===== src/rtl/core/kdlpr_pkg.sv =====
// Shared types, codes and the key encoder for the keypad debounce core.
// No dependencies.
`timescale 1ns / 1ps
`default_nettype none

package kdlpr_pkg;

	localparam int KEY_COUNT = 9;
	localparam int CODE_W    = 4;
	localparam int COUNT_W   = 16;
	localparam int CFG_IDX_W = 2;

	// Register indexes of the configuration port.
	localparam logic [CFG_IDX_W-1:0] REG_LONG_PRESS = 2'd0;
	localparam logic [CFG_IDX_W-1:0] REG_REPEAT     = 2'd1;

	localparam logic [COUNT_W-1:0] LONG_PRESS_RESET = 16'd100;
	localparam logic [COUNT_W-1:0] REPEAT_RESET     = 16'd20;

	// Scan codes.
	localparam logic [CODE_W-1:0] SCAN_NONE        = 4'd0;
	localparam logic [CODE_W-1:0] SCAN_RESET_COMBO = 4'd1;
	localparam logic [CODE_W-1:0] SCAN_CLEAR_COMBO = 4'd2;
	localparam logic [CODE_W-1:0] SCAN_KEY_BASE    = 4'd3;

	typedef enum logic [2:0] {
		EV_RAW    = 3'd0,
		EV_DOWN   = 3'd1,
		EV_LONG   = 3'd2,
		EV_REPEAT = 3'd3,
		EV_UP     = 3'd4
	} event_t;

	typedef enum logic [5:0] {
		PH_IDLE    = 6'b000001,
		PH_SETTLE  = 6'b000010,
		PH_CONFIRM = 6'b000100,
		PH_LONG    = 6'b001000,
		PH_REPEAT  = 6'b010000,
		PH_RELEASE = 6'b100000
	} phase_t;

	typedef struct packed {
		phase_t              phase;
		logic [COUNT_W-1:0]  hold_count;
		logic [CODE_W-1:0]   previous_key;
		logic [CODE_W-1:0]   latched_key;
	} state_t;

	// Priority encoder: the two combinations first, then the lowest key number.
	function automatic logic [CODE_W-1:0] encode_keys(input logic [KEY_COUNT-1:0] keys_low);
		logic [KEY_COUNT-1:0] p;
		logic [CODE_W-1:0]    c;
		p = ~keys_low;
		c = SCAN_NONE;
		if (p[4] && p[3]) begin
			c = SCAN_RESET_COMBO;
		end else if (p[4] && p[7]) begin
			c = SCAN_CLEAR_COMBO;
		end else begin
			for (int i = KEY_COUNT - 1; i >= 0; i--) begin
				if (p[i]) begin
					c = SCAN_KEY_BASE + CODE_W'(i);
				end
			end
		end
		return c;
	endfunction

endpackage

`default_nettype wire


===== src/rtl/core/keypad_debounce_long_press_repeat_core.sv =====
// Keypad debounce core with long-press detection and auto-repeat, one scan tick per transfer.
// Depends on kdlpr_pkg and kdlpr_step.
//
// Each input transfer is one scan tick of nine active-low key levels and yields exactly one
// result transfer (event, scan code, held key). The block takes one tick every clock cycle
// unless the result side stalls: a tick is captured in an input register, then the state
// machine and hold counter update as the result is written to the output register. The
// output register lets a new tick enter while a finished result still waits; back-pressure
// on the result side stalls the input only when both registers are full. Configuration
// writes are taken at any time (cfg_ready is always high) but are meant to be done while no
// tick is in flight; indexes beyond the register list are ignored.
`timescale 1ns / 1ps
`default_nettype none

module keypad_debounce_long_press_repeat_core (
	input  logic                               clk,
	input  logic                               arst_n,
	input  logic                               in_valid,
	output logic                               in_ready,
	input  logic [kdlpr_pkg::KEY_COUNT-1:0]    keys_low,
	output logic                               out_valid,
	input  logic                               out_ready,
	output logic [2:0]                         event_res,
	output logic [kdlpr_pkg::CODE_W-1:0]       scan_code,
	output logic [kdlpr_pkg::CODE_W-1:0]       held_key,
	input  logic                               cfg_valid,
	output logic                               cfg_ready,
	input  logic [kdlpr_pkg::CFG_IDX_W-1:0]    cfg_index,
	input  logic [kdlpr_pkg::COUNT_W-1:0]      cfg_data
);

	logic                             valid_s1;
	logic [kdlpr_pkg::KEY_COUNT-1:0]  keys_s1;
	logic                             out_valid_q;
	kdlpr_pkg::event_t                event_q;
	logic [kdlpr_pkg::CODE_W-1:0]     scan_q;
	logic [kdlpr_pkg::CODE_W-1:0]     held_q;
	kdlpr_pkg::state_t                state_q;
	kdlpr_pkg::state_t                state_nxt;
	kdlpr_pkg::event_t                ev_nxt;
	logic [kdlpr_pkg::CODE_W-1:0]     code_nxt;
	logic [kdlpr_pkg::COUNT_W-1:0]    long_press_q;
	logic [kdlpr_pkg::COUNT_W-1:0]    repeat_q;
	logic                             advance;
	logic                             step_en;

	// The output register can take a new result when empty or being drained.
	assign advance  = !out_valid_q || out_ready;
	assign step_en  = valid_s1 && advance;
	assign in_ready = !valid_s1 || advance;

	assign cfg_ready = 1'b1;
	assign out_valid = out_valid_q;
	assign event_res = event_q;
	assign scan_code = scan_q;
	assign held_key  = held_q;

	// Configuration registers.
	always_ff @(posedge clk or negedge arst_n) begin
		if (!arst_n) begin
			long_press_q <= kdlpr_pkg::LONG_PRESS_RESET;
			repeat_q     <= kdlpr_pkg::REPEAT_RESET;
		end else if (cfg_valid) begin
			if (cfg_index == kdlpr_pkg::REG_LONG_PRESS) begin
				long_press_q <= cfg_data;
			end else if (cfg_index == kdlpr_pkg::REG_REPEAT) begin
				repeat_q <= cfg_data;
			end
		end
	end

	// Input register.
	always_ff @(posedge clk or negedge arst_n) begin
		if (!arst_n) begin
			valid_s1 <= 1'b0;
		end else if (in_valid && in_ready) begin
			valid_s1 <= 1'b1;
		end else if (advance) begin
			valid_s1 <= 1'b0;
		end
	end

	always_ff @(posedge clk) begin
		if (in_valid && in_ready) begin
			keys_s1 <= keys_low;
		end
	end

	kdlpr_step u_step (
		.keys_low         (keys_s1),
		.long_press_ticks (long_press_q),
		.repeat_ticks     (repeat_q),
		.cur              (state_q),
		.nxt              (state_nxt),
		.ev               (ev_nxt),
		.code             (code_nxt)
	);

	// Machine state advances once per tick, as the tick moves to the output register.
	always_ff @(posedge clk or negedge arst_n) begin
		if (!arst_n) begin
			state_q.phase        <= kdlpr_pkg::PH_IDLE;
			state_q.hold_count   <= '0;
			state_q.previous_key <= kdlpr_pkg::SCAN_NONE;
			state_q.latched_key  <= kdlpr_pkg::SCAN_NONE;
		end else if (step_en) begin
			state_q <= state_nxt;
		end
	end

	// Output register.
	always_ff @(posedge clk or negedge arst_n) begin
		if (!arst_n) begin
			out_valid_q <= 1'b0;
		end else if (advance) begin
			out_valid_q <= valid_s1;
		end
	end

	always_ff @(posedge clk) begin
		if (step_en) begin
			event_q <= ev_nxt;
			scan_q  <= code_nxt;
			held_q  <= state_nxt.latched_key;
		end
	end

endmodule

`default_nettype wire


===== src/rtl/core/kdlpr_step.sv =====
// Next-state and event logic of the debounce state machine for one scan tick.
// Depends on kdlpr_pkg.
`timescale 1ns / 1ps
`default_nettype none

module kdlpr_step (
	input  logic [kdlpr_pkg::KEY_COUNT-1:0] keys_low,
	input  logic [kdlpr_pkg::COUNT_W-1:0]   long_press_ticks,
	input  logic [kdlpr_pkg::COUNT_W-1:0]   repeat_ticks,
	input  kdlpr_pkg::state_t               cur,
	output kdlpr_pkg::state_t               nxt,
	output kdlpr_pkg::event_t               ev,
	output logic [kdlpr_pkg::CODE_W-1:0]    code
);

	logic [kdlpr_pkg::COUNT_W-1:0] count_inc;

	assign code      = kdlpr_pkg::encode_keys(keys_low);
	assign count_inc = cur.hold_count + kdlpr_pkg::COUNT_W'(1);

	// The thresholds are compared against the count before it is incremented.
	always_comb begin
		nxt = cur;
		ev  = kdlpr_pkg::EV_RAW;
		case (cur.phase)
			kdlpr_pkg::PH_SETTLE: begin
				nxt.phase = kdlpr_pkg::PH_CONFIRM;
			end
			kdlpr_pkg::PH_CONFIRM: begin
				if (code != kdlpr_pkg::SCAN_NONE) begin
					nxt.latched_key  = code;
					nxt.previous_key = code;
					nxt.phase        = kdlpr_pkg::PH_LONG;
					ev               = kdlpr_pkg::EV_DOWN;
				end else begin
					nxt.phase = kdlpr_pkg::PH_RELEASE;
				end
			end
			kdlpr_pkg::PH_LONG: begin
				if (code != kdlpr_pkg::SCAN_NONE) begin
					nxt.hold_count = count_inc;
					if (cur.hold_count > long_press_ticks) begin
						nxt.phase      = kdlpr_pkg::PH_REPEAT;
						nxt.hold_count = '0;
						ev             = kdlpr_pkg::EV_LONG;
					end else begin
						// A different key restarts the confirmation.
						if (cur.previous_key != code) begin
							nxt.hold_count = '0;
							nxt.phase      = kdlpr_pkg::PH_CONFIRM;
						end
						ev = kdlpr_pkg::EV_DOWN;
					end
				end else begin
					nxt.phase = kdlpr_pkg::PH_RELEASE;
				end
			end
			kdlpr_pkg::PH_REPEAT: begin
				if (code != kdlpr_pkg::SCAN_NONE) begin
					if (cur.hold_count > repeat_ticks) begin
						nxt.hold_count = '0;
						ev             = kdlpr_pkg::EV_REPEAT;
					end else begin
						nxt.hold_count = count_inc;
						ev             = kdlpr_pkg::EV_LONG;
					end
				end else begin
					nxt.phase = kdlpr_pkg::PH_RELEASE;
				end
			end
			kdlpr_pkg::PH_RELEASE: begin
				nxt.hold_count = '0;
				nxt.phase      = kdlpr_pkg::PH_IDLE;
				ev             = kdlpr_pkg::EV_UP;
			end
			default: begin
				// Idle: any key starts the settle phase.
				if (code != kdlpr_pkg::SCAN_NONE) begin
					nxt.phase = kdlpr_pkg::PH_SETTLE;
				end else begin
					nxt.phase = kdlpr_pkg::PH_IDLE;
				end
			end
		endcase
	end

endmodule

`default_nettype wire


===== config.mk =====
export PLATFORM = sky130hd
export DESIGN_NAME = keypad_debounce_long_press_repeat_core
export DESIGN_NICKNAME = d
export VERILOG_FILES = /design/src/rtl/core/kdlpr_pkg.sv /design/src/rtl/core/keypad_debounce_long_press_repeat_core.sv /design/src/rtl/core/kdlpr_step.sv
export SDC_FILE = /design/constraint.sdc
export NUM_CORES = 1
export LEC_CHECK = 0
export BUFFER_PORTS_ARGS = -buffer_cell sky130_fd_sc_hd__buf_2
export CAP_MARGIN = 20
export CORE_MARGIN = 1.5
export CORE_UTILIZATION = 40
export CTS_BUF_LIST = sky130_fd_sc_hd__clkbuf_8
export DETAILED_ROUTE_END_ITERATION = 7
export PLACE_DENSITY_LB_ADDON = 0.3
export SLEW_MARGIN = 0
export SYNTH_ARGS = -nofsm -noshare
export SYNTH_HDL_FRONTEND = slang
export SYNTH_HIERARCHICAL = 1
export SYNTH_SLANG_ARGS = --single-unit

===== constraint.sdc =====
create_clock -name clk -period 4.7 [get_ports clk]
set_input_delay 0.705 -clock clk [delete_from_list [all_inputs] [get_ports clk]]
set_output_delay 0.705 -clock clk [all_outputs]
set_load 0.03 [all_outputs]

==> results by group, run 1 <==
Setup path
  – CP Capture Point: state_q[11]$_DFFE_PN0P_
  – CP startpoint kind: flip-flop
  – Worst R2R Path Depth: 9
  – Crit. Startpoint: state_q[22]$_DFFE_PN0P_
  – R2r setup slk: 1.56 ns
  – Setup Crit Path Kind: reg2reg
  – Worst-path fanout max: 10
  – RR Startpoint: state_q[22]$_DFFE_PN0P_
  – RR Endpoint: state_q[11]$_DFFE_PN0P_
  – CP required: 5.02 ns
  – Crit. End Element: flip-flop
  – Worst EP arrival: 3.45 ns

STA
  – Final Hold Vio Count: 0
  – Fin. max-slew vios: 0
  – Period utilisation layout: 66.7%
  – Worst slew margin: 41.8%
  – Tmin final: 3.14 ns
  – Setup violators final: 0
  – Worst slew pin tran: 0.872 ns
  – Worst Skew: 0.00840 ns
  – Setup_tns: 0 ns
  – RSZ-0062 raised after global routing: false
  – Fmax: 319 MHz

Drt
  – Total wire length: 10700 um
  – DR iter-0 viols: 234
  – DRT Pass-1 Iters: 7
  – Post-route ant nets: 0
  – Via count: 3713
  – Vias per cell: 5.37
  – Remaining DRCs: 0
  – Wire per inst: 15.4 um

Clock tree
  – CTS HTree Levels: 3
  – # resized after CTS: 0
  – CTS Sinks: 84
  – Worst-Skew Late Latency: 0.37 ns
  – CTS tree: yes
  – Reg clk slew, reported paths: 0.08 ns
  – Num CTS Buffers: 9
  – CTS root buffer: clkbuf_8
  – Post-CTS Setup Repair Bufs: 0
  – Hold_buf cts: 0
  – CTS Buffer Depth: 2

Global routing
  – Initial antenna violation count: 0
  – First-pass GRT wire length: 18200 um
  – Gr usage total: 17.7%
  – Pin count of the biggest net entering global routing: 34
  – Gr ovfl total: 0
  – Vias in the first global route: 3725

Floorplan
  – Die X: 115 um
  – Io pins: 46
  – Die Footprint: 13100 um^2
  – Initial core utilization: 41.3%
  – Core area: 12100 um^2
  – Row cnt: 40
  – Die Y: 115 um

Synthesis
  – Synth Register Bits: 84
  – Seq/Total Area, Yosys: 44.4%
  – Asr flop ratio synth: 76.2%
  – Syn. warnings: 6
  – Syn Area/Cell: 10.6 um^2
  – Mapped Area: 4980 um^2
  – Yosys cell types: 62
  – Post-synth EDFFs: 20
  – Primary FF master, synth: dfrtp_1
  – Leading post-synthesis cells by cell area: dfrtp_1, mux2_2, edfxtp_1
  – Post-synth top area cell: dfrtp_1
  – Synth top area share: 29.1%
  – Mapped Nets: 537
  – Mapped Cells: 472

Pwr
  – P per Cell Area: 356 nW/um^2
  – VDD IR max: 0.000133 V
  – Leak: 2.51 nW

Placed design
  – DP Cell Count: 676
  – IO buf count: 44
  – Post-DP HPWL: 7920 um
  – RePlAce Congestion: 0.912

Worst hold path
  – Worst min path class: in2async

Finish
  – Synthesis-to-finish area growth: 11.0%
  – Layout Nets: 584
  – Layout cells sized above 1: 27.7%
  – Final non-filler cell total: 692
  – Final design utilization: 45.9%
  – Diode count: 0

Flow run
  – Max cap viols: 0

Outcome
  – Outcome: finished clean
-- cell usage in the layout, fill, tap and decap left out, drive strengths merged, types with 7 or more instances in the layout --
master,netlist,layout
nor3,11,11
edfxtp,20,20
o21ai,15,15
buf,7,46
nand4,10,10
o211ai,12,12
nor2,25,25
dfrtp,58,58
a21oi,15,15
clkbuf,3,10
mux2,63,63
inv,39,42
nand3,10,10
ha,33,33
nand2,57,57
o31ai,7,7
-- cell families after synthesis --
group | count (synthesis) | share of synthesized area [%]
AO/OA/AOI/OAI | 81 | 11.9
flip-flops | 84 | 44.4
other | 1 | 0.0753
AND/OR/NAND/NOR | 158 | 16.5
XOR/XNOR | 2 | 0.352
buffers and inverters | 49 | 4.14
adder cells (fa/ha/maj) | 33 | 8.29
multiplexers | 64 | 14.4
-- layout make-up --
cell class,count,area (um^2)
Clock inverter,6,26.3
Sequential cell,84,2210
Multi-Input combinational cell,339,2560
Clock buffer,10,138
Inverter,39,146
Fill cell,1132,6530
Tap cell,168,210
Timing Repair Buffer,46,235
-- worst min path at each step --
stage                                        start                     endpoint  cells after the start  slack, ns
after detailed placement  repeat_q[12]$_DFFE_PN0P_     repeat_q[12]$_DFFE_PN0P_                      1       0.49
after floorplan                             arst_n  long_press_q[0]$_DFFE_PN0P_                      0       0.41
after CTS                                   arst_n     repeat_q[10]$_DFFE_PN0P_                      1       0.42
after global placement        valid_s1$_DFFE_PN0P_        out_valid$_DFFE_PN0P_                      1       0.47
after global routing                        arst_n     repeat_q[10]$_DFFE_PN0P_                      1       0.45
final                                       arst_n     repeat_q[10]$_DFFE_PN0P_                      1       0.40
-- per-layer routing --
layer | global-route usage, % | up-vias | routed length (um)
met5 | 0 | - | 0
met4 | 8.42 | 0 | 262
met3 | 3.71 | 20 | 444
met2 | 27.1 | 96 | 5000
met1 | 24.0 | 1789 | 4970
li1 | - | 1808 | -
-- cells in the mapped netlist (all sizes together) (4+ instances only) --
master / instances
nor2b: 4
or2: 6
ha: 33
nor3b: 4
a211oi: 4
nor3: 11
o221ai: 4
o21ai: 15
nand4: 10
edfxtp: 20
nand3: 10
o211ai: 12
dfstp: 6
mux2: 63
nand2: 57
nand2b: 5
a21oi: 15
nand3b: 4
inv: 39
o31ai: 7
nor4: 5
nor2: 25
buf: 7
and2: 6
dfrtp: 58
a21o: 4
-- flip-flops by register name, summed over array words and instances, names as in the netlist --
signal / flops
event_res: 3
held_key: 4
keys_s1: 9
long_press_q: 16
out_valid: 1
repeat_q: 16
scan_code: 4
state_q: 30
valid_s1: 1
-- critical path: stages (launching register included) --
cell	delay [ns]
dfrtp_1	0.49
ha_1	0.35
nand4_1	0.21
nor2_1	0.17
nand4_1	0.14
or2_2	0.38
a2111oi_4	0.68
o21ai_4	0.18
o31ai_1	0.30
mux2_2	0.19
-- where the power goes --
| group | total [W] | internal (W) | switching, W |
|---|---|---|---|
| registers | 0.000966 | 0.000878 | 0.0000877 |
| logic | 0.000543 | 0.000233 | 0.000310 |
| clock network | 0.000457 | 0.000198 | 0.000259 |
| total | 0.00197 | 0.00131 | 0.000657 |
-- through the flow --
step / setup WS (ns) / area, um^2 / total power (W) / hold slack, ns
after CTS: 1.59 / 5530 / 0.00198 / 0.415
final: 1.56 / 5530 / 0.00197 / 0.398
after global routing: 1.37 / 5530 / 0.00210 / 0.449
after global placement: 1.75 / 5370 / 0.00149 / 0.473
after detailed placement: 1.62 / 5370 / 0.00152 / 0.495
after floorplan: 2.09 / 4980 / 0.00137 / 0.409
(Power assumes the default switching activity.)
==> inputs of run 2 (changes only) <==
==> constraint.sdc (replaced) <==
create_clock -name clk -period 3.01 [get_ports clk]
set_input_delay 0.4515 -clock clk [delete_from_list [all_inputs] [get_ports clk]]
set_output_delay 0.4515 -clock clk [all_outputs]
set_load 0.03 [all_outputs]
==> results by group, run 2 (synthesized netlist as in run 1, its figures left out) <==
STA
  – Tmin final: 2.87 ns (-0.267 ns)
  – Worst slew margin: 42.4% (+0.66 points)
  – Worst Skew: 0.00808 ns (-0.000317 ns)
  – Fmax: 349 MHz (+9.3%)
  – RSZ-0062 raised after global routing: false
  – Setup_tns: 0 ns (unchanged)
  – Worst slew pin tran: 0.862 ns (-0.00984 ns)
  – PnR worst setup slack: 0.141 ns (-1.42 ns)
  – Final Hold Vio Count: 0 (unchanged)
  – Period utilisation layout: 95.3% (+29 points)
  – Setup violators final: 0 (unchanged)
  – Fin. max-slew vios: 0 (unchanged)

Placed design
  – RePlAce Congestion: 0.864 (-5.2%)
  – Post-DP HPWL: 8030 um (+1.3%)
  – Post-Place Setup Slack: 0.102 ns (-1.52 ns)
  – IO buf count: 44 (unchanged)

Global routing
  – Pin count of the biggest net entering global routing: 65 (+91%)
  – Gr usage total: 17.7% (+0.018 points)
  – Gr ovfl total: 0 (unchanged)
  – First-pass GRT wire length: 18200 um (-0.30%)
  – Initial antenna violation count: 0 (unchanged)
  – Vias in the first global route: 3797 (+1.9%)

Clock tree
  – CTS Sinks: 84 (unchanged)
  – Worst-Skew Late Latency: 0.37 ns (about the same)
  – CTS root buffer: clkbuf_8
  – CTS tree: yes
  – CTS Buffer Depth: 2 (unchanged)
  – CTS HTree Levels: 3 (unchanged)
  – Num CTS Buffers: 9 (unchanged)
  – Reg clk slew, reported paths: 0.08 ns (about the same)
  – Hold_buf cts: 0 (unchanged)

Floorplan
  – Die Y: 115 um (unchanged)
  – Row cnt: 40 (unchanged)
  – Die X: 115 um (unchanged)
  – Core area: 12100 um^2 (unchanged)
  – Io pins: 46 (unchanged)
  – Initial core utilization: 41.3% (unchanged)
  – Die Footprint: 13100 um^2 (unchanged)

Setup path
  – Crit. End Element: flip-flop
  – Slowest-stage cell, CP: or4_4
  – Crit-path max cell delay: 0.57 ns (-0.11 ns)
  – CP required: 3.32 ns (-1.70 ns)
  – CP dominant cell by count: o211ai_1
  – RR Endpoint: state_q[21]$_DFFE_PN0P_
  – Worst R2R Path Depth: 9 (unchanged)
  – Worst EP arrival: 3.18 ns (-0.27 ns)
  – Bufs and invs on worst path: 1 (+1)
  – CP startpoint kind: flip-flop
  – Worst-path fanout max: 7 (-3)
  – Setup Crit Path Kind: reg2reg
  – CP top delay family: simple AND/OR/NAND/NOR gates
  – RR Startpoint: state_q[25]$_DFFE_PN0P_
  – R2r setup slk: 0.14 ns (-1.42 ns)
  – Crit path cell chain: or4_4 -> or3b_4 -> nor4_2 -> o211ai_1 -> a211oi_4 -> buf_4 -> o211ai_1 -> o31ai_1 -> mux2_2

Pwr
  – Sequential power share: 47.9% (-1.2 points)
  – Clk pwr share: 24.3% (+1.0 points)
  – Sw frac: 32.2% (-1.2 points)
  – Leak: 2.63 nW (+4.8%)
  – VDD IR max: 0.000265 V (+100%)
  – Comb power frac: 27.8% (+0.2 points)
  – P per Cell Area: 550 nW/um^2 (+55%)
  – Pint: 0.00213 W (+63%)
  – NetSw: 0.00101 W (+54%)

Worst hold path
  – Worst min path class: in2async

Drt
  – Total wire length: 10700 um (-0.30%)
  – Post-route ant nets: 0 (unchanged)
  – DRT Pass-1 Iters: 4 (-3)
  – DR iter-0 viols: 186 (-21%)
  – Via count: 3749 (+0.97%)
  – Wire per inst: 15.0 um (-3.1%)
  – Vias per cell: 5.27 (-1.9%)
  – Remaining DRCs: 0 (unchanged)

Outcome
  – Outcome: finished clean

Finish
  – Largest register by flop count: state_q
  – Most frequent cells in the layout: mux2_2, dfrtp_1, nand2_1
  – Layout Nets: 604 (+3.4%)
  – Final design utilization: 47.4% (+1.5 points)
  – Diode count: 0 (unchanged)
  – Layout cells sized above 1: 30.3% (+2.7 points)
  – Filler Cells Inserted: 1130 (-0.18%)
  – Biggest regs: state_q x30, long_press_q x16, repeat_q x16
  – Most common cell after layout, fill and taps aside: mux2_2
  – Max reg flops: 30 (unchanged)
  – Synthesis-to-finish area growth: 14.7%

Flow run
  – Max cap viols: 0 (unchanged)
[run 2: how the worst max path moves through the flow]
stage,start,endpoint,slack [ns],cells after the start
after floorplan,state_q[25]$_DFFE_PN0P_,state_q[21]$_DFFE_PN0P_,0.40,8
after detailed placement,state_q[25]$_DFFE_PN0P_,state_q[14]$_DFFE_PN0P_,0.10,8
after global placement,keys_s1[4]$_DFFE_PP_,state_q[18]$_DFFE_PN0P_,0.20,9
after CTS,state_q[25]$_DFFE_PN0P_,state_q[14]$_DFFE_PN0P_,0.08,8
final,state_q[25]$_DFFE_PN0P_,state_q[21]$_DFFE_PN0P_,0.14,9
after global routing,state_q[25]$_DFFE_PN0P_,state_q[11]$_DFFE_PN0P_,0.003,9
[run 2: per-stage QoR]
stage,instance area (um^2),hold WS [ns],instances,power (W)
2_1_floorplan,4980,0.156,472,0.00214
3_3_place_gp,5510,0.475,694,0.00236
3_5_place_dp,5510,0.485,694,0.00240
4_1_cts,5690,0.0946,710,0.00317
5_1_grt,5720,0.114,712,0.00335
6_report,5720,0.0869,712,0.00314
[run 2: per-layer routing]
metal  wire (um)  vias up  GRT usage (%)  share of wire (%)
met4         199        0           9.50                1.9
met5           0        -              0                  0
li1            -     1847              -                  -
met1        4960     1821           23.0                 47
met2        5110       67           28.7                 48
met3         377       14           2.65                3.5
[run 2: layout make-up]
| class | instances | area [um^2] | share of cell area, % |
|---|---|---|---|
| Tap cell | 168 | 210 | 3.68 |
| Clock buffer | 9 | 124 | 2.17 |
| Timing Repair Buffer | 66 | 398 | 6.96 |
| Sequential cell | 84 | 2210 | 38.7 |
| Clock inverter | 7 | 55.1 | 0.963 |
| Inverter | 39 | 146 | 2.56 |
| Multi-Input combinational cell | 339 | 2570 | 45.0 |
[run 2: power by group through the flow]
stage	logic, W	registers [W]	clock network [W]
floorplan	0.000595	0.00154	0
global placement	0.000844	0.00151	0
detailed placement	0.000869	0.00153	0
CTS	0.000875	0.00150	0.000790
global route	0.000981	0.00153	0.000835
finish	0.000874	0.00150	0.000765
[run 2: repair_timing]
| action | in CTS | in global routing |
|---|---|---|
| setup buffers | 0 | 2 |
| resized for setup | 0 | 1 |
| setup endpoints to repair | 0 | 3 |
| endpoints found under the hold margin | 0 | 0 |
